$ cat src/rpn_pkg.sv
// Shared types and codes for the RPN stack calculator.
// Depends on nothing; every other file of the block refers to it by scoped names.

package rpn_pkg;

   localparam int WORD_W   = 32;
   localparam int ACTION_W = 3;
   localparam int STATUS_W = 2;

   typedef logic signed [WORD_W-1:0]   word_type;
   typedef logic        [WORD_W-1:0]   uword_type;
   typedef logic        [ACTION_W-1:0] action_type;
   typedef logic        [STATUS_W-1:0] status_type;

   localparam action_type ACT_PUSH = 3'd0;
   localparam action_type ACT_ADD  = 3'd1;
   localparam action_type ACT_SUB  = 3'd2;
   localparam action_type ACT_MUL  = 3'd3;
   localparam action_type ACT_DIV  = 3'd4;
   localparam action_type ACT_POP  = 3'd5;

   localparam status_type ST_OK      = 2'd0;
   localparam status_type ST_FULL    = 2'd1;
   localparam status_type ST_EMPTY   = 2'd2;
   localparam status_type ST_DIVZERO = 2'd3;

   localparam int DIV_STEPS   = WORD_W;
   localparam int DIV_COUNT_W = $clog2(DIV_STEPS + 1);

   typedef struct packed {
      logic load_above;
      logic load_below;
   } cell_ctrl_type;

endpackage

$ cat src/rpn_req_if.sv
// Request channel of the RPN stack calculator: one action and its operand.
// Depends on rpn_pkg for the field types.

interface rpn_req_if;
   logic                valid;
   logic                ready;
   rpn_pkg::action_type action;
   rpn_pkg::word_type   operand_value;

   modport source (output valid, output action, output operand_value, input ready);
   modport sink   (input valid, input action, input operand_value, output ready);
endinterface

$ cat src/rpn_rsp_if.sv
// Response channel of the RPN stack calculator: popped value and status.
// Depends on rpn_pkg for the field types.

interface rpn_rsp_if;
   logic                valid;
   logic                ready;
   logic                result_valid;
   rpn_pkg::word_type   result_value;
   rpn_pkg::status_type status;

   modport source (output valid, output result_valid, output result_value, output status,
                   input ready);
   modport sink   (input valid, input result_valid, input result_value, input status,
                   output ready);
endinterface

$ cat src/rpn_cell.sv
// One stack cell: holds one entry and loads from the cell above or below.
// Depends on rpn_pkg for the word and control types.

module rpn_cell (
   input  logic                  clock,
   input  rpn_pkg::cell_ctrl_type ctrl,
   input  rpn_pkg::word_type     above_value,
   input  rpn_pkg::word_type     below_value,
   output rpn_pkg::word_type     value
);

   rpn_pkg::word_type value_ff;
   rpn_pkg::word_type value_in;

   always_comb begin
      value_in = value_ff;
      if (ctrl.load_above) begin
         value_in = above_value;
      end else if (ctrl.load_below) begin
         value_in = below_value;
      end
   end

   always_ff @(posedge clock) begin
      value_ff <= value_in;
   end

   assign value = value_ff;

endmodule

$ cat src/rpn_divider.sv
// Radix-2 restoring divider, signed operands, quotient truncated toward zero.
// Depends on rpn_pkg; the divisor must be nonzero when start is raised.

module rpn_divider (
   input  logic              clock,
   input  logic              reset,
   input  logic              start,
   input  rpn_pkg::word_type dividend,
   input  rpn_pkg::word_type divisor,
   output logic              done,
   output rpn_pkg::word_type quotient
);

   localparam int W = rpn_pkg::WORD_W;

   logic [rpn_pkg::DIV_COUNT_W-1:0] count_ff, count_in;
   logic                            done_ff, done_in;
   rpn_pkg::uword_type              rem_ff, rem_in;
   rpn_pkg::uword_type              quo_ff, quo_in;
   rpn_pkg::uword_type              mb_ff, mb_in;
   logic                            neg_ff, neg_in;

   logic [W:0]         rem_shift;
   logic [W:0]         rem_diff;
   logic               ge;
   rpn_pkg::uword_type mag_a;
   rpn_pkg::uword_type mag_b;

   always_comb begin
      mag_a     = dividend[W-1] ? rpn_pkg::uword_type'(-dividend) : rpn_pkg::uword_type'(dividend);
      mag_b     = divisor[W-1] ? rpn_pkg::uword_type'(-divisor) : rpn_pkg::uword_type'(divisor);
      rem_shift = {rem_ff, quo_ff[W-1]};
      rem_diff  = rem_shift - {1'b0, mb_ff};
      ge        = (rem_shift >= {1'b0, mb_ff});

      count_in = count_ff;
      done_in  = 1'b0;
      rem_in   = rem_ff;
      quo_in   = quo_ff;
      mb_in    = mb_ff;
      neg_in   = neg_ff;
      if (start) begin
         count_in = rpn_pkg::DIV_COUNT_W'(rpn_pkg::DIV_STEPS);
         rem_in   = '0;
         quo_in   = mag_a;
         mb_in    = mag_b;
         neg_in   = dividend[W-1] ^ divisor[W-1];
      end else if (count_ff != '0) begin
         count_in = count_ff - rpn_pkg::DIV_COUNT_W'(1);
         done_in  = (count_ff == rpn_pkg::DIV_COUNT_W'(1));
         rem_in   = ge ? rem_diff[W-1:0] : rem_shift[W-1:0];
         quo_in   = {quo_ff[W-2:0], ge};
      end
   end

   always_ff @(posedge clock) begin
      if (reset) begin
         count_ff <= '0;
         done_ff  <= 1'b0;
      end else begin
         count_ff <= count_in;
         done_ff  <= done_in;
      end
      rem_ff <= rem_in;
      quo_ff <= quo_in;
      mb_ff  <= mb_in;
      neg_ff <= neg_in;
   end

   assign done     = done_ff;
   assign quotient = neg_ff ? -rpn_pkg::word_type'(quo_ff) : rpn_pkg::word_type'(quo_ff);

endmodule

$ cat src/rpn_stack_calculator_core.sv
// Top level of the RPN stack calculator: sequencer, operand stack as a chain of cells,
// divider and response register. Depends on rpn_pkg, rpn_req_if, rpn_rsp_if,
// rpn_cell and rpn_divider.
//
//   channel   direction   carries
//   req       in          action, operand_value
//   rsp       out         result_valid, result_value, status
//
// Push, pop, add, subtract and multiply pass from the transfer through the execute and finish states to commit;
// divide waits in the divide state between the two until the divider ends its 32 steps.
// Reset is synchronous and empties the stack; no clearing pass is needed.
// A new request is taken once the previous one has committed; commit waits while the
// response register still holds an untaken result.

module rpn_stack_calculator_core #(
   parameter int STACK_DEPTH = 8
) (
   input logic           clock,
   input logic           reset,
   rpn_req_if.sink       req,
   rpn_rsp_if.source     rsp
);

   localparam int DEPTH_W = $clog2(STACK_DEPTH + 1);

   localparam logic [1:0] S_IDLE = 2'd0;
   localparam logic [1:0] S_EXEC = 2'd1;
   localparam logic [1:0] S_DIV  = 2'd2;
   localparam logic [1:0] S_FIN  = 2'd3;

   localparam logic [1:0] CMD_HOLD    = 2'd0;
   localparam logic [1:0] CMD_PUSH    = 2'd1;
   localparam logic [1:0] CMD_POP     = 2'd2;
   localparam logic [1:0] CMD_REPLACE = 2'd3;

   logic [1:0]          state_ff, state_in;
   logic [DEPTH_W-1:0]  depth_ff, depth_in;
   logic [DEPTH_W-1:0]  new_depth_ff, new_depth_in;
   logic [1:0]          cmd_ff, cmd_in;
   rpn_pkg::action_type act_ff, act_in;
   rpn_pkg::word_type   opnd_ff, opnd_in;
   rpn_pkg::word_type   a_ff, a_in;
   rpn_pkg::word_type   b_ff, b_in;
   rpn_pkg::word_type   res_ff, res_in;
   logic                pend_valid_ff, pend_valid_in;
   rpn_pkg::status_type pend_status_ff, pend_status_in;

   logic                rsp_valid_ff, rsp_valid_in;
   logic                rsp_result_valid_ff, rsp_result_valid_in;
   rpn_pkg::word_type   rsp_result_value_ff, rsp_result_value_in;
   rpn_pkg::status_type rsp_status_ff, rsp_status_in;

   rpn_pkg::word_type      entries [0:STACK_DEPTH];
   rpn_pkg::cell_ctrl_type ctrl_top;
   rpn_pkg::cell_ctrl_type ctrl_rest;

   logic              div_start;
   logic              div_done;
   rpn_pkg::word_type div_quotient;

   logic commit;
   logic out_free;
   logic is_empty;
   logic is_full;
   logic has_two;

   assign entries[STACK_DEPTH] = '0;

   for (genvar i = 0; i < STACK_DEPTH; i++) begin : g_cell
      rpn_cell u_cell (
         .clock       (clock),
         .ctrl        ((i == 0) ? ctrl_top : ctrl_rest),
         .above_value ((i == 0) ? res_ff : entries[(i == 0) ? 0 : i - 1]),
         .below_value (entries[i + 1]),
         .value       (entries[i])
      );
   end

   rpn_divider u_divider (
      .clock    (clock),
      .reset    (reset),
      .start    (div_start),
      .dividend (a_ff),
      .divisor  (b_ff),
      .done     (div_done),
      .quotient (div_quotient)
   );

   assign is_empty = (depth_ff == '0);
   assign is_full  = (depth_ff == DEPTH_W'(STACK_DEPTH));
   assign has_two  = (depth_ff > DEPTH_W'(1));
   assign out_free = !rsp_valid_ff || rsp.ready;
   assign commit   = (state_ff == S_FIN) && out_free;

   always_comb begin
      ctrl_top  = '0;
      ctrl_rest = '0;
      if (commit) begin
         case (cmd_ff)
            CMD_PUSH: begin
               ctrl_top.load_above  = 1'b1;
               ctrl_rest.load_above = 1'b1;
            end
            CMD_POP: begin
               ctrl_top.load_below  = 1'b1;
               ctrl_rest.load_below = 1'b1;
            end
            CMD_REPLACE: begin
               ctrl_top.load_above  = 1'b1;
               ctrl_rest.load_below = 1'b1;
            end
            default: begin
            end
         endcase
      end
   end

   always_comb begin
      state_in       = state_ff;
      depth_in       = depth_ff;
      new_depth_in   = new_depth_ff;
      cmd_in         = cmd_ff;
      act_in         = act_ff;
      opnd_in        = opnd_ff;
      a_in           = a_ff;
      b_in           = b_ff;
      res_in         = res_ff;
      pend_valid_in  = pend_valid_ff;
      pend_status_in = pend_status_ff;
      div_start      = 1'b0;

      case (state_ff)
         S_IDLE: begin
            if (req.valid) begin
               act_in   = req.action;
               opnd_in  = req.operand_value;
               b_in     = is_empty ? '0 : entries[0];
               a_in     = has_two ? entries[1] : '0;
               state_in = S_EXEC;
            end
         end
         S_EXEC: begin
            pend_valid_in  = 1'b0;
            pend_status_in = rpn_pkg::ST_OK;
            cmd_in         = CMD_HOLD;
            new_depth_in   = depth_ff;
            res_in         = '0;
            state_in       = S_FIN;
            case (act_ff)
               rpn_pkg::ACT_PUSH: begin
                  res_in = opnd_ff;
                  if (is_full) begin
                     pend_status_in = rpn_pkg::ST_FULL;
                  end else begin
                     cmd_in       = CMD_PUSH;
                     new_depth_in = depth_ff + DEPTH_W'(1);
                  end
               end
               rpn_pkg::ACT_POP: begin
                  pend_valid_in = 1'b1;
                  res_in        = b_ff;
                  if (is_empty) begin
                     pend_status_in = rpn_pkg::ST_EMPTY;
                  end else begin
                     cmd_in       = CMD_POP;
                     new_depth_in = depth_ff - DEPTH_W'(1);
                  end
               end
               rpn_pkg::ACT_ADD, rpn_pkg::ACT_SUB, rpn_pkg::ACT_MUL: begin
                  if (act_ff == rpn_pkg::ACT_ADD) begin
                     res_in = a_ff + b_ff;
                  end else if (act_ff == rpn_pkg::ACT_SUB) begin
                     res_in = a_ff - b_ff;
                  end else begin
                     res_in = a_ff * b_ff;
                  end
                  cmd_in       = CMD_REPLACE;
                  new_depth_in = has_two ? depth_ff - DEPTH_W'(1) : DEPTH_W'(1);
                  if (!has_two) begin
                     pend_status_in = rpn_pkg::ST_EMPTY;
                  end
               end
               rpn_pkg::ACT_DIV: begin
                  if (is_empty) begin
                     pend_status_in = rpn_pkg::ST_EMPTY;
                  end else if (b_ff == '0) begin
                     pend_status_in = rpn_pkg::ST_DIVZERO;
                  end else begin
                     div_start    = 1'b1;
                     cmd_in       = CMD_REPLACE;
                     new_depth_in = has_two ? depth_ff - DEPTH_W'(1) : DEPTH_W'(1);
                     if (!has_two) begin
                        pend_status_in = rpn_pkg::ST_EMPTY;
                     end
                     state_in = S_DIV;
                  end
               end
               default: begin
               end
            endcase
         end
         S_DIV: begin
            if (div_done) begin
               res_in   = div_quotient;
               state_in = S_FIN;
            end
         end
         S_FIN: begin
            if (out_free) begin
               depth_in = new_depth_ff;
               state_in = S_IDLE;
            end
         end
         default: begin
            state_in = S_IDLE;
         end
      endcase
   end

   always_comb begin
      rsp_valid_in        = rsp_valid_ff && !rsp.ready;
      rsp_result_valid_in = rsp_result_valid_ff;
      rsp_result_value_in = rsp_result_value_ff;
      rsp_status_in       = rsp_status_ff;
      if (commit) begin
         rsp_valid_in        = 1'b1;
         rsp_result_valid_in = pend_valid_ff;
         rsp_result_value_in = pend_valid_ff ? res_ff : '0;
         rsp_status_in       = pend_status_ff;
      end
   end

   always_ff @(posedge clock) begin
      if (reset) begin
         state_ff     <= S_IDLE;
         depth_ff     <= '0;
         rsp_valid_ff <= 1'b0;
      end else begin
         state_ff     <= state_in;
         depth_ff     <= depth_in;
         rsp_valid_ff <= rsp_valid_in;
      end
      new_depth_ff        <= new_depth_in;
      cmd_ff              <= cmd_in;
      act_ff              <= act_in;
      opnd_ff             <= opnd_in;
      a_ff                <= a_in;
      b_ff                <= b_in;
      res_ff              <= res_in;
      pend_valid_ff       <= pend_valid_in;
      pend_status_ff      <= pend_status_in;
      rsp_result_valid_ff <= rsp_result_valid_in;
      rsp_result_value_ff <= rsp_result_value_in;
      rsp_status_ff       <= rsp_status_in;
   end

   assign req.ready        = (state_ff == S_IDLE);
   assign rsp.valid        = rsp_valid_ff;
   assign rsp.result_valid = rsp_result_valid_ff;
   assign rsp.result_value = rsp_result_value_ff;
   assign rsp.status       = rsp_status_ff;

endmodule
$ cat src/flat_wrapper.sv
// flat-port wrapper written by rule: the top's interface ports become plain ports
module rpn_stack_calculator_core_flat 
#(
   parameter int STACK_DEPTH = 8
)
  (clock, reset, req_valid, req_action, req_operand_value, req_ready, rsp_valid, rsp_result_valid, rsp_result_value, rsp_status, rsp_ready);
  rpn_req_if req_i ();
  rpn_rsp_if rsp_i ();
  input logic clock;
  input logic reset;
  input wire logic [$bits(req_i.valid)-1:0] req_valid;
  input wire logic [$bits(req_i.action)-1:0] req_action;
  input wire logic [$bits(req_i.operand_value)-1:0] req_operand_value;
  output wire logic [$bits(req_i.ready)-1:0] req_ready;
  output wire logic [$bits(rsp_i.valid)-1:0] rsp_valid;
  output wire logic [$bits(rsp_i.result_valid)-1:0] rsp_result_valid;
  output wire logic [$bits(rsp_i.result_value)-1:0] rsp_result_value;
  output wire logic [$bits(rsp_i.status)-1:0] rsp_status;
  input wire logic [$bits(rsp_i.ready)-1:0] rsp_ready;
  assign req_i.valid = req_valid;
  assign req_i.action = req_action;
  assign req_i.operand_value = req_operand_value;
  assign req_ready = req_i.ready;
  assign rsp_valid = rsp_i.valid;
  assign rsp_result_valid = rsp_i.result_valid;
  assign rsp_result_value = rsp_i.result_value;
  assign rsp_status = rsp_i.status;
  assign rsp_i.ready = rsp_ready;
  rpn_stack_calculator_core #(.STACK_DEPTH(STACK_DEPTH)) u_core (.clock(clock), .reset(reset), .req(req_i), .rsp(rsp_i));
endmodule
$ cat config.mk
export PLATFORM = sky130hd
export DESIGN_NAME = rpn_stack_calculator_core_flat
export DESIGN_NICKNAME = d
export VERILOG_FILES = /design/src/rpn_pkg.sv /design/src/rpn_req_if.sv /design/src/rpn_rsp_if.sv /design/src/rpn_cell.sv /design/src/rpn_divider.sv /design/src/rpn_stack_calculator_core.sv /design/src/flat_wrapper.sv
export SDC_FILE = /design/constraint.sdc
export NUM_CORES = 2
export LEC_CHECK = 0
export BUFFER_PORTS_ARGS = -buffer_cell sky130_fd_sc_hd__buf_4
export CAP_MARGIN = 0
export CORE_MARGIN = 10
export CORE_UTILIZATION = 30
export DETAILED_ROUTE_END_ITERATION = 10
export PLACE_DENSITY = 0.57
export RECOVER_POWER = 50
export SYNTH_ARGS = -nofsm -noshare
export SYNTH_HDL_FRONTEND = slang
export SYNTH_SLANG_ARGS = --single-unit
$ cat constraint.sdc
create_clock -name clock -period 9.3 [get_ports clock]
set_input_delay 1.86 -clock clock [delete_from_list [all_inputs] [get_ports clock]]
set_output_delay 1.86 -clock clock [all_outputs]
set_load 0.01 [all_outputs]
Yosys cells after proc, flatten, opt, wreduce, memory -nomap -nowiden. Index checks and enable logic that the tools add are counted.

Bits in registers: 542. Output and inout bits: 37. Bits of input ports: 39.

Multiplexer cells: 65. Multipliers: 1. Bitwise logic cells: 2. Equality and inequality tests: 16. Reductions and logical operators: 23. Order comparisons: 2. $add $sub $neg: 9.

Operators with widths (count): $mux 32 (24); $neg 32->32 (3); $pmux 32 s3 (1); $pmux 32 s2 (1); $sub 32x32->32 (2); $ge 33x32->1 (1); $add 32x32->32 (1); $logic_not 32->1 (1); $mul 32x32->32 (1); $mux 31 (1); $mux 2 (14); $pmux 2 s4 (3); $mux 4 (5); $pmux 4 s4 (1); $mux 1 (13); $mux 6 (2); $eq 2x2->1 const B (4); $reduce_bool 2->1 (4); $eq 3x2->1 const B (2); $eq 3x3->1 const B (2); $eq 6x1->1 const B (1); $reduce_and 2->1 (3); $reduce_bool 6->1 (1); $reduce_or 2->1 (3); 19 further kinds (24).

Longest topological paths before layout.
Depth in word-level cells: 6. Gate-level depth with buffers: 28.

By module. From an unflattened synthesis, not the netlist that was laid out.

Cells, all modules: 4357. Area total of the unflattened synthesis: 47320.4 µm².

Modules (own cells, without submodules): rpn_stack_calculator_core (cells each 2881, area each 27393.8 µm², sequential area each 5395.2 µm², instances 1); rpn_cell (cells each 69, area each 1507.7 µm², sequential area each 960.9 µm², instances 8); rpn_divider (cells each 924, area each 7865.0 µm², sequential area each 2732.6 µm², instances 1).

Worst setup path after synthesis. Ideal clock, no wire load.

Kind: input-to-reg. Start point: input port rsp_ready. End point: register u_core.g_cell[1].u_cell.value_ff[0], enable pin. Data required time: 8.695 ns. Setup slack: 0.353 ns. Data arrival time: 8.342 ns. Stages on the path: 4. Cells stage by stage: nor2b_1 > nor2b_1 > clkbuf_1 > o21a_1.

Cells in the longest elaborated chain, start to end: 4.

Ends and longest elaborated chain: from (decl) (RTL line flat_wrapper.sv:19) `input wire logic [$bits(rsp_i.ready)-1:0] rsp_ready;`; $logic_or 1x1->1 (RTL line rpn_stack_calculator_core.sv:92) `assign out_free = !rsp_valid_ff || rsp.ready;`; $logic_and 1x1->1 (RTL line rpn_stack_calculator_core.sv:93) `assign commit = (state_ff == S_FIN) && out_free;`; via u_core.commit (RTL line rpn_stack_calculator_core.sv:61) `logic commit;`; $mux 2 (RTL line rpn_stack_calculator_core.sv:98) `if (commit) begin`; $reduce_bool 2->1 (no line); to (signal assigned) (RTL line rpn_cell.sv:25) `value_ff <= value_in;`; to (decl) (RTL line rpn_cell.sv:12) `rpn_pkg::word_type value_ff;`.

The timed path passes the listed nets, and every way through them passes these cells. A chain may end at the register's enable or synchronous reset.

Worst setup path in the final report.
Start point: register u_core.b_ff[0]. End point: register u_core.res_ff[31], data pin.

Cells in the longest elaborated chain, start to end: 5.

Ends and longest elaborated chain: from (decl) (RTL line rpn_stack_calculator_core.sv:43) `rpn_pkg::word_type b_ff, b_in;`; from (signal assigned) (RTL line rpn_stack_calculator_core.sv:248) `b_ff <= b_in;`; $mul 32x32->32 / $sub 32x32->32 (equally long branches) (RTL line rpn_stack_calculator_core.sv:175, rpn_stack_calculator_core.sv:173); $mux 32 (RTL line rpn_stack_calculator_core.sv:172) `end else if (act_ff == rpn_pkg::ACT_SUB) begin`; $mux 32 (*) (RTL line rpn_stack_calculator_core.sv:170) `if (act_ff == rpn_pkg::ACT_ADD) begin`; $pmux 32 s3 (*) (RTL line rpn_stack_calculator_core.sv:149) `case (act_ff)`; $pmux 32 s2 (*) (RTL line rpn_stack_calculator_core.sv:132) `case (state_ff)`; via u_core.res_in[31] (RTL line rpn_stack_calculator_core.sv:44) `rpn_pkg::word_type res_ff, res_in;`; to (signal assigned) (RTL line rpn_stack_calculator_core.sv:249) `res_ff <= res_in;`; to (decl) (RTL line rpn_stack_calculator_core.sv:44).

Mark *: on every way through the listed nets, which the timed path passes. The rest lies on a longest branch.

==> summary.txt <==
Drt
  – Detailed-route wire length per cell: 20.7 um
  – Number of violations reported at the end of detailed-routing iteration 0: between 2,000 and 3,000
  – DRC errors left: 0
  – Detailed-routing iteration count for the pre-antenna-repair pass: 5
  – Avg Vias per Cell: 5.00
  – Via count: 33,800
  – Total routed wirelength: 140,000 um
  – Remaining number of nets flagged by the antenna check after routing: 0

Cells and area
  – Most common cell after layout, fill and taps aside: sky130_fd_sc_hd__nand2_1
  – Fill cells: around 15,000
  – Area of the multi-input gates: 26,700 sq um
  – Signed area change from the synthesized netlist to the final layout: 10.1%
  – Storage element area: about 16,000 sq um
  – Leading cell types in the layout, fill and taps excluded: sky130_fd_sc_hd__nand2_1 (901), sky130_fd_sc_hd__inv_1 (527), sky130_fd_sc_hd__edfxtp_1 (496)
  – # nets final: about 5,400
  – Share of layout cells above drive strength 1: about 5.7%

Clock network
  – # hold bufs at CTS: 0
  – Number of buffers added by the clock tree synthesis step: 58
  – Source-to-sink clock delay at the later pin of the worst-skew pair: 0.64 ns
  – Count of clock tree sinks: 542
  – H-tree levels: 2
  – PostCTS Resize Cnt: 0
  – Clk buf depth: 3
  – CTS tree: yes
  – Setup Buffers After CTS: 0
  – Clock-pin transition on the worst setup and hold timing paths: 0.06 ns
  – Buffer cell driving the clock tree root: sky130_fd_sc_hd__clkbuf_16

Die
  – Die W: around 400 um
  – Y dimension of the die: 409 um
  – Core Rows: 142
  – Top-Level Pins: 76
  – Full die area: 168,000 sq um
  – CORE AREA: around 150,000 sq um
  – Initial Util: 30.3%

Global routing
  – First-pass GRT wire length: around 220,000 um
  – GRT Resource Usage Total: between 15 and 20%
  – Initial antenna violation count: 6
  – GRT Residual Overflow: 0
  – Via count of the first global-routing pass: 34,500
  – Largest net degree at the start of global routing: between 200 and 250

Yosys
  – Top-area cell type share of the netlist area: between 30% and 40%
  – Top cells by area, synth: sky130_fd_sc_hd__edfxtp_1 (33%), sky130_fd_sc_hd__fa_1 (18%), sky130_fd_sc_hd__nand2_1 (7.4%)
  – Number of flip-flops and latches in the synthesized netlist: 542
  – Mapped Avg Cell Area: 9.63 sq um
  – Async S/R FF share, synth: 0%
  – Library cell with the largest summed area after synthesis: sky130_fd_sc_hd__edfxtp_1
  – Count of cell types in the netlist: 78
  – Combined area of all synthesized cells: 45,500 sq um
  – EDFF count, synth: slightly below 500
  – Post-Syn Instances: approximately 4,700
  – Warning count from the yosys run: 0
  – Net Count, Synth: roughly 5,400
  – Share of the yosys chip area belonging to registers: 34.8%
  – Most instantiated flip-flop cell in the synthesis netlist: sky130_fd_sc_hd__edfxtp_1

Timing
  – Remaining max-slew budget at the tightest pin: -184%
  – Slew at the pin closest to its max-slew limit: 4.21 ns
  – Unrepaired setup endpoints after global routing: no
  – Final hold violation count: 0
  – Period utilization: ~94%
  – Max Transition Viols Final: about 700
  – Peak Freq: 114 MHz
  – Final setup violation count: 0
  – Time the worst path needs with I/O delays and setup: 8.78 ns
  – Post-Route Setup TNS: 0 ns
  – Clk_skew: 0.0122 ns

Hold path
  – Hold Startpoint: u_core.u_divider.rem_ff[13]$_SDFFE_PP0N_
  – Tightest Hold Check Type: reg2reg
  – Worst Hold Endpoint: u_core.u_divider.rem_ff[13]$_SDFFE_PP0N_
  – WHS Path Cells: 2

Critical path
  – FF-to-FF setup slack: 0.52 ns
  – R2R Path Start: u_core.b_ff[0]$_SDFFCE_PP0P_
  – CP Max Fanout: 17
  – Largest stage delay on the critical path: 0.93 ns
  – CP required: 9.72 ns
  – Ordered list of cells on the worst path: clkbuf_1 -> and2_1 -> ha_1 -> fa_1 -> inv_1 -> fa_1 -> fa_1 -> inv_1 -> fa_1 -> fa_1 -> fa_1 -> fa_1 -> ha_1 -> and3_1 -> and2_1 -> and3_1 -> a22o_1 -> a21oi_1 -> a211oi_1 -> a31oi_1 -> xnor2_1 -> nor2_1 -> o41ai_1
  – Crit end category: flip-flop
  – Endpoint arrival time on the critical path: 9.20 ns
  – Cell type group with the largest total delay on the critical path: adder cells
  – Critical-path cell with the highest stage delay: sky130_fd_sc_hd__edfxtp_1
  – Endpoint of the lowest-slack register-to-register path: u_core.res_ff[31]$_DFFE_PP_
  – Cell depth of the worst flop-to-flop path: 23
  – Kind of launch point of the worst setup path: flip-flop
  – Most Frequent Cell on Critical Path: sky130_fd_sc_hd__fa_1
  – Crit Path Class: reg2reg
  – Number of buffers and inverters on the critical path: 3

Place
  – Placer's final routability congestion estimate: between 0.9 and 1
  – Post-detailed-placement half-perimeter wirelength: 107,000 um
  – Port buffer count: 75

Run status
  – Violated checks: max-capacitance violations, max-slew violations
  – Result of the run: finished, violations left

Job
  – Max-capacitance violation count: 13
-- synth_stat cells, types with 46 or more instances --
cell type                  number
sky130_fd_sc_hd__and2_1       435
sky130_fd_sc_hd__xor2_1        75
sky130_fd_sc_hd__fa_1         411
sky130_fd_sc_hd__clkbuf_1     245
sky130_fd_sc_hd__nor2_1       204
sky130_fd_sc_hd__o21ai_0      161
sky130_fd_sc_hd__nand2_1      902
sky130_fd_sc_hd__inv_1        527
sky130_fd_sc_hd__ha_1         257
sky130_fd_sc_hd__edfxtp_1     496
sky130_fd_sc_hd__nor3_1        58
sky130_fd_sc_hd__dfxtp_1       46
sky130_fd_sc_hd__a21oi_1      152
sky130_fd_sc_hd__xnor2_1      164
-- how the worst max path moves through the flow --
stage	from	endpoint	slack, ns	cells past startpoint
2_1_floorplan	rsp_ready	u_core.g_cell[1].u_cell.value[0]$_DFFE_PP_	0.35	4
3_3_place_gp	u_core.b_ff[3]$_SDFFCE_PP0P_	u_core.res_ff[30]$_DFFE_PP_	0.99	23
3_5_place_dp	u_core.b_ff[3]$_SDFFCE_PP0P_	u_core.res_ff[30]$_DFFE_PP_	0.95	21
4_1_cts	u_core.b_ff[3]$_SDFFCE_PP0P_	u_core.res_ff[30]$_DFFE_PP_	0.88	21
5_1_grt	u_core.b_ff[0]$_SDFFCE_PP0P_	u_core.res_ff[27]$_DFFE_PP_	0.35	23
6_report	u_core.b_ff[0]$_SDFFCE_PP0P_	u_core.res_ff[31]$_DFFE_PP_	0.52	23
-- cell families after synthesis --
logic type,Yosys count,synth area share [%]
compound gates,666,9.48
simple gates,1766,18.1
xor+xnor,239,4.60
fa+ha+maj,668,25.2
mux,54,1.31
flops,542,34.8
buf+inv,791,6.55
-- sequential cells by signal (all words and copies together) (netlist names), 3 cells and up --
register                    flops
u_core.rsp.result_value        32
u_core.depth_ff                 4
u_core.u_divider.count_ff       6
u_core.u_divider.quo_ff        32
u_core.act_ff                   3
u_core.opnd_ff                 32
u_core.u_divider.mb_ff         32
u_core.u_divider.rem_ff        32
u_core.res_ff                  32
u_core.b_ff                    32
u_core.g_cell.u_cell.value    256
u_core.new_depth_ff             4
u_core.a_ff                    32
-- tightest hold or removal path, delay by kind of cell (launching register included) --
| family | cells | cell delay, ns |
|---|---|---|
| AO/OA/AOI/OAI | 1 | 0.05 |
| flip-flops | 1 | 0.32 |
| AND/OR/NAND/NOR | 1 | 0.06 |
-- through the flow --
step	worst slack [ns]	hold WS (ns)	utilization (%)	area (sq um)	std cells
after global placement	0.990	0.464	32.2	48400	6657
after global routing	0.353	0.515	33.3	50100	6763
after detailed placement	0.948	0.473	32.2	48400	6657
final	0.520	0.482	33.3	50100	6764
after floorplan	0.353	0.400	-	45500	4726
after CTS	0.885	0.487	33.5	50300	6763
-- metal layers --
metal	global-route usage, %	up-vias	wire length (um)	part of all wire (%)
met1	21.8	16900	59800	43
li1	-	15500	-	-
met3	2.30	293	9430	6.7
met2	26.7	1181	64200	46
met4	6.69	6	6680	4.8
met5	0	-	39	0.028
-- area by class of cell --
class | instances | share of cell area [%]
diodes | 1 | 0.00500
clock buffers | 68 | 3.02
clock inverters | 38 | 0.760
inverters | 531 | 3.98
multi-input cells | 3393 | 53.4
flip-flops and latches | 542 | 31.6
well taps | 2016 | 5.04
repair buffers | 175 | 2.23
Power is left out: the tool's default activity adds up to more than one toggle a clock period on the data nets, which glitch-free logic cannot reach.
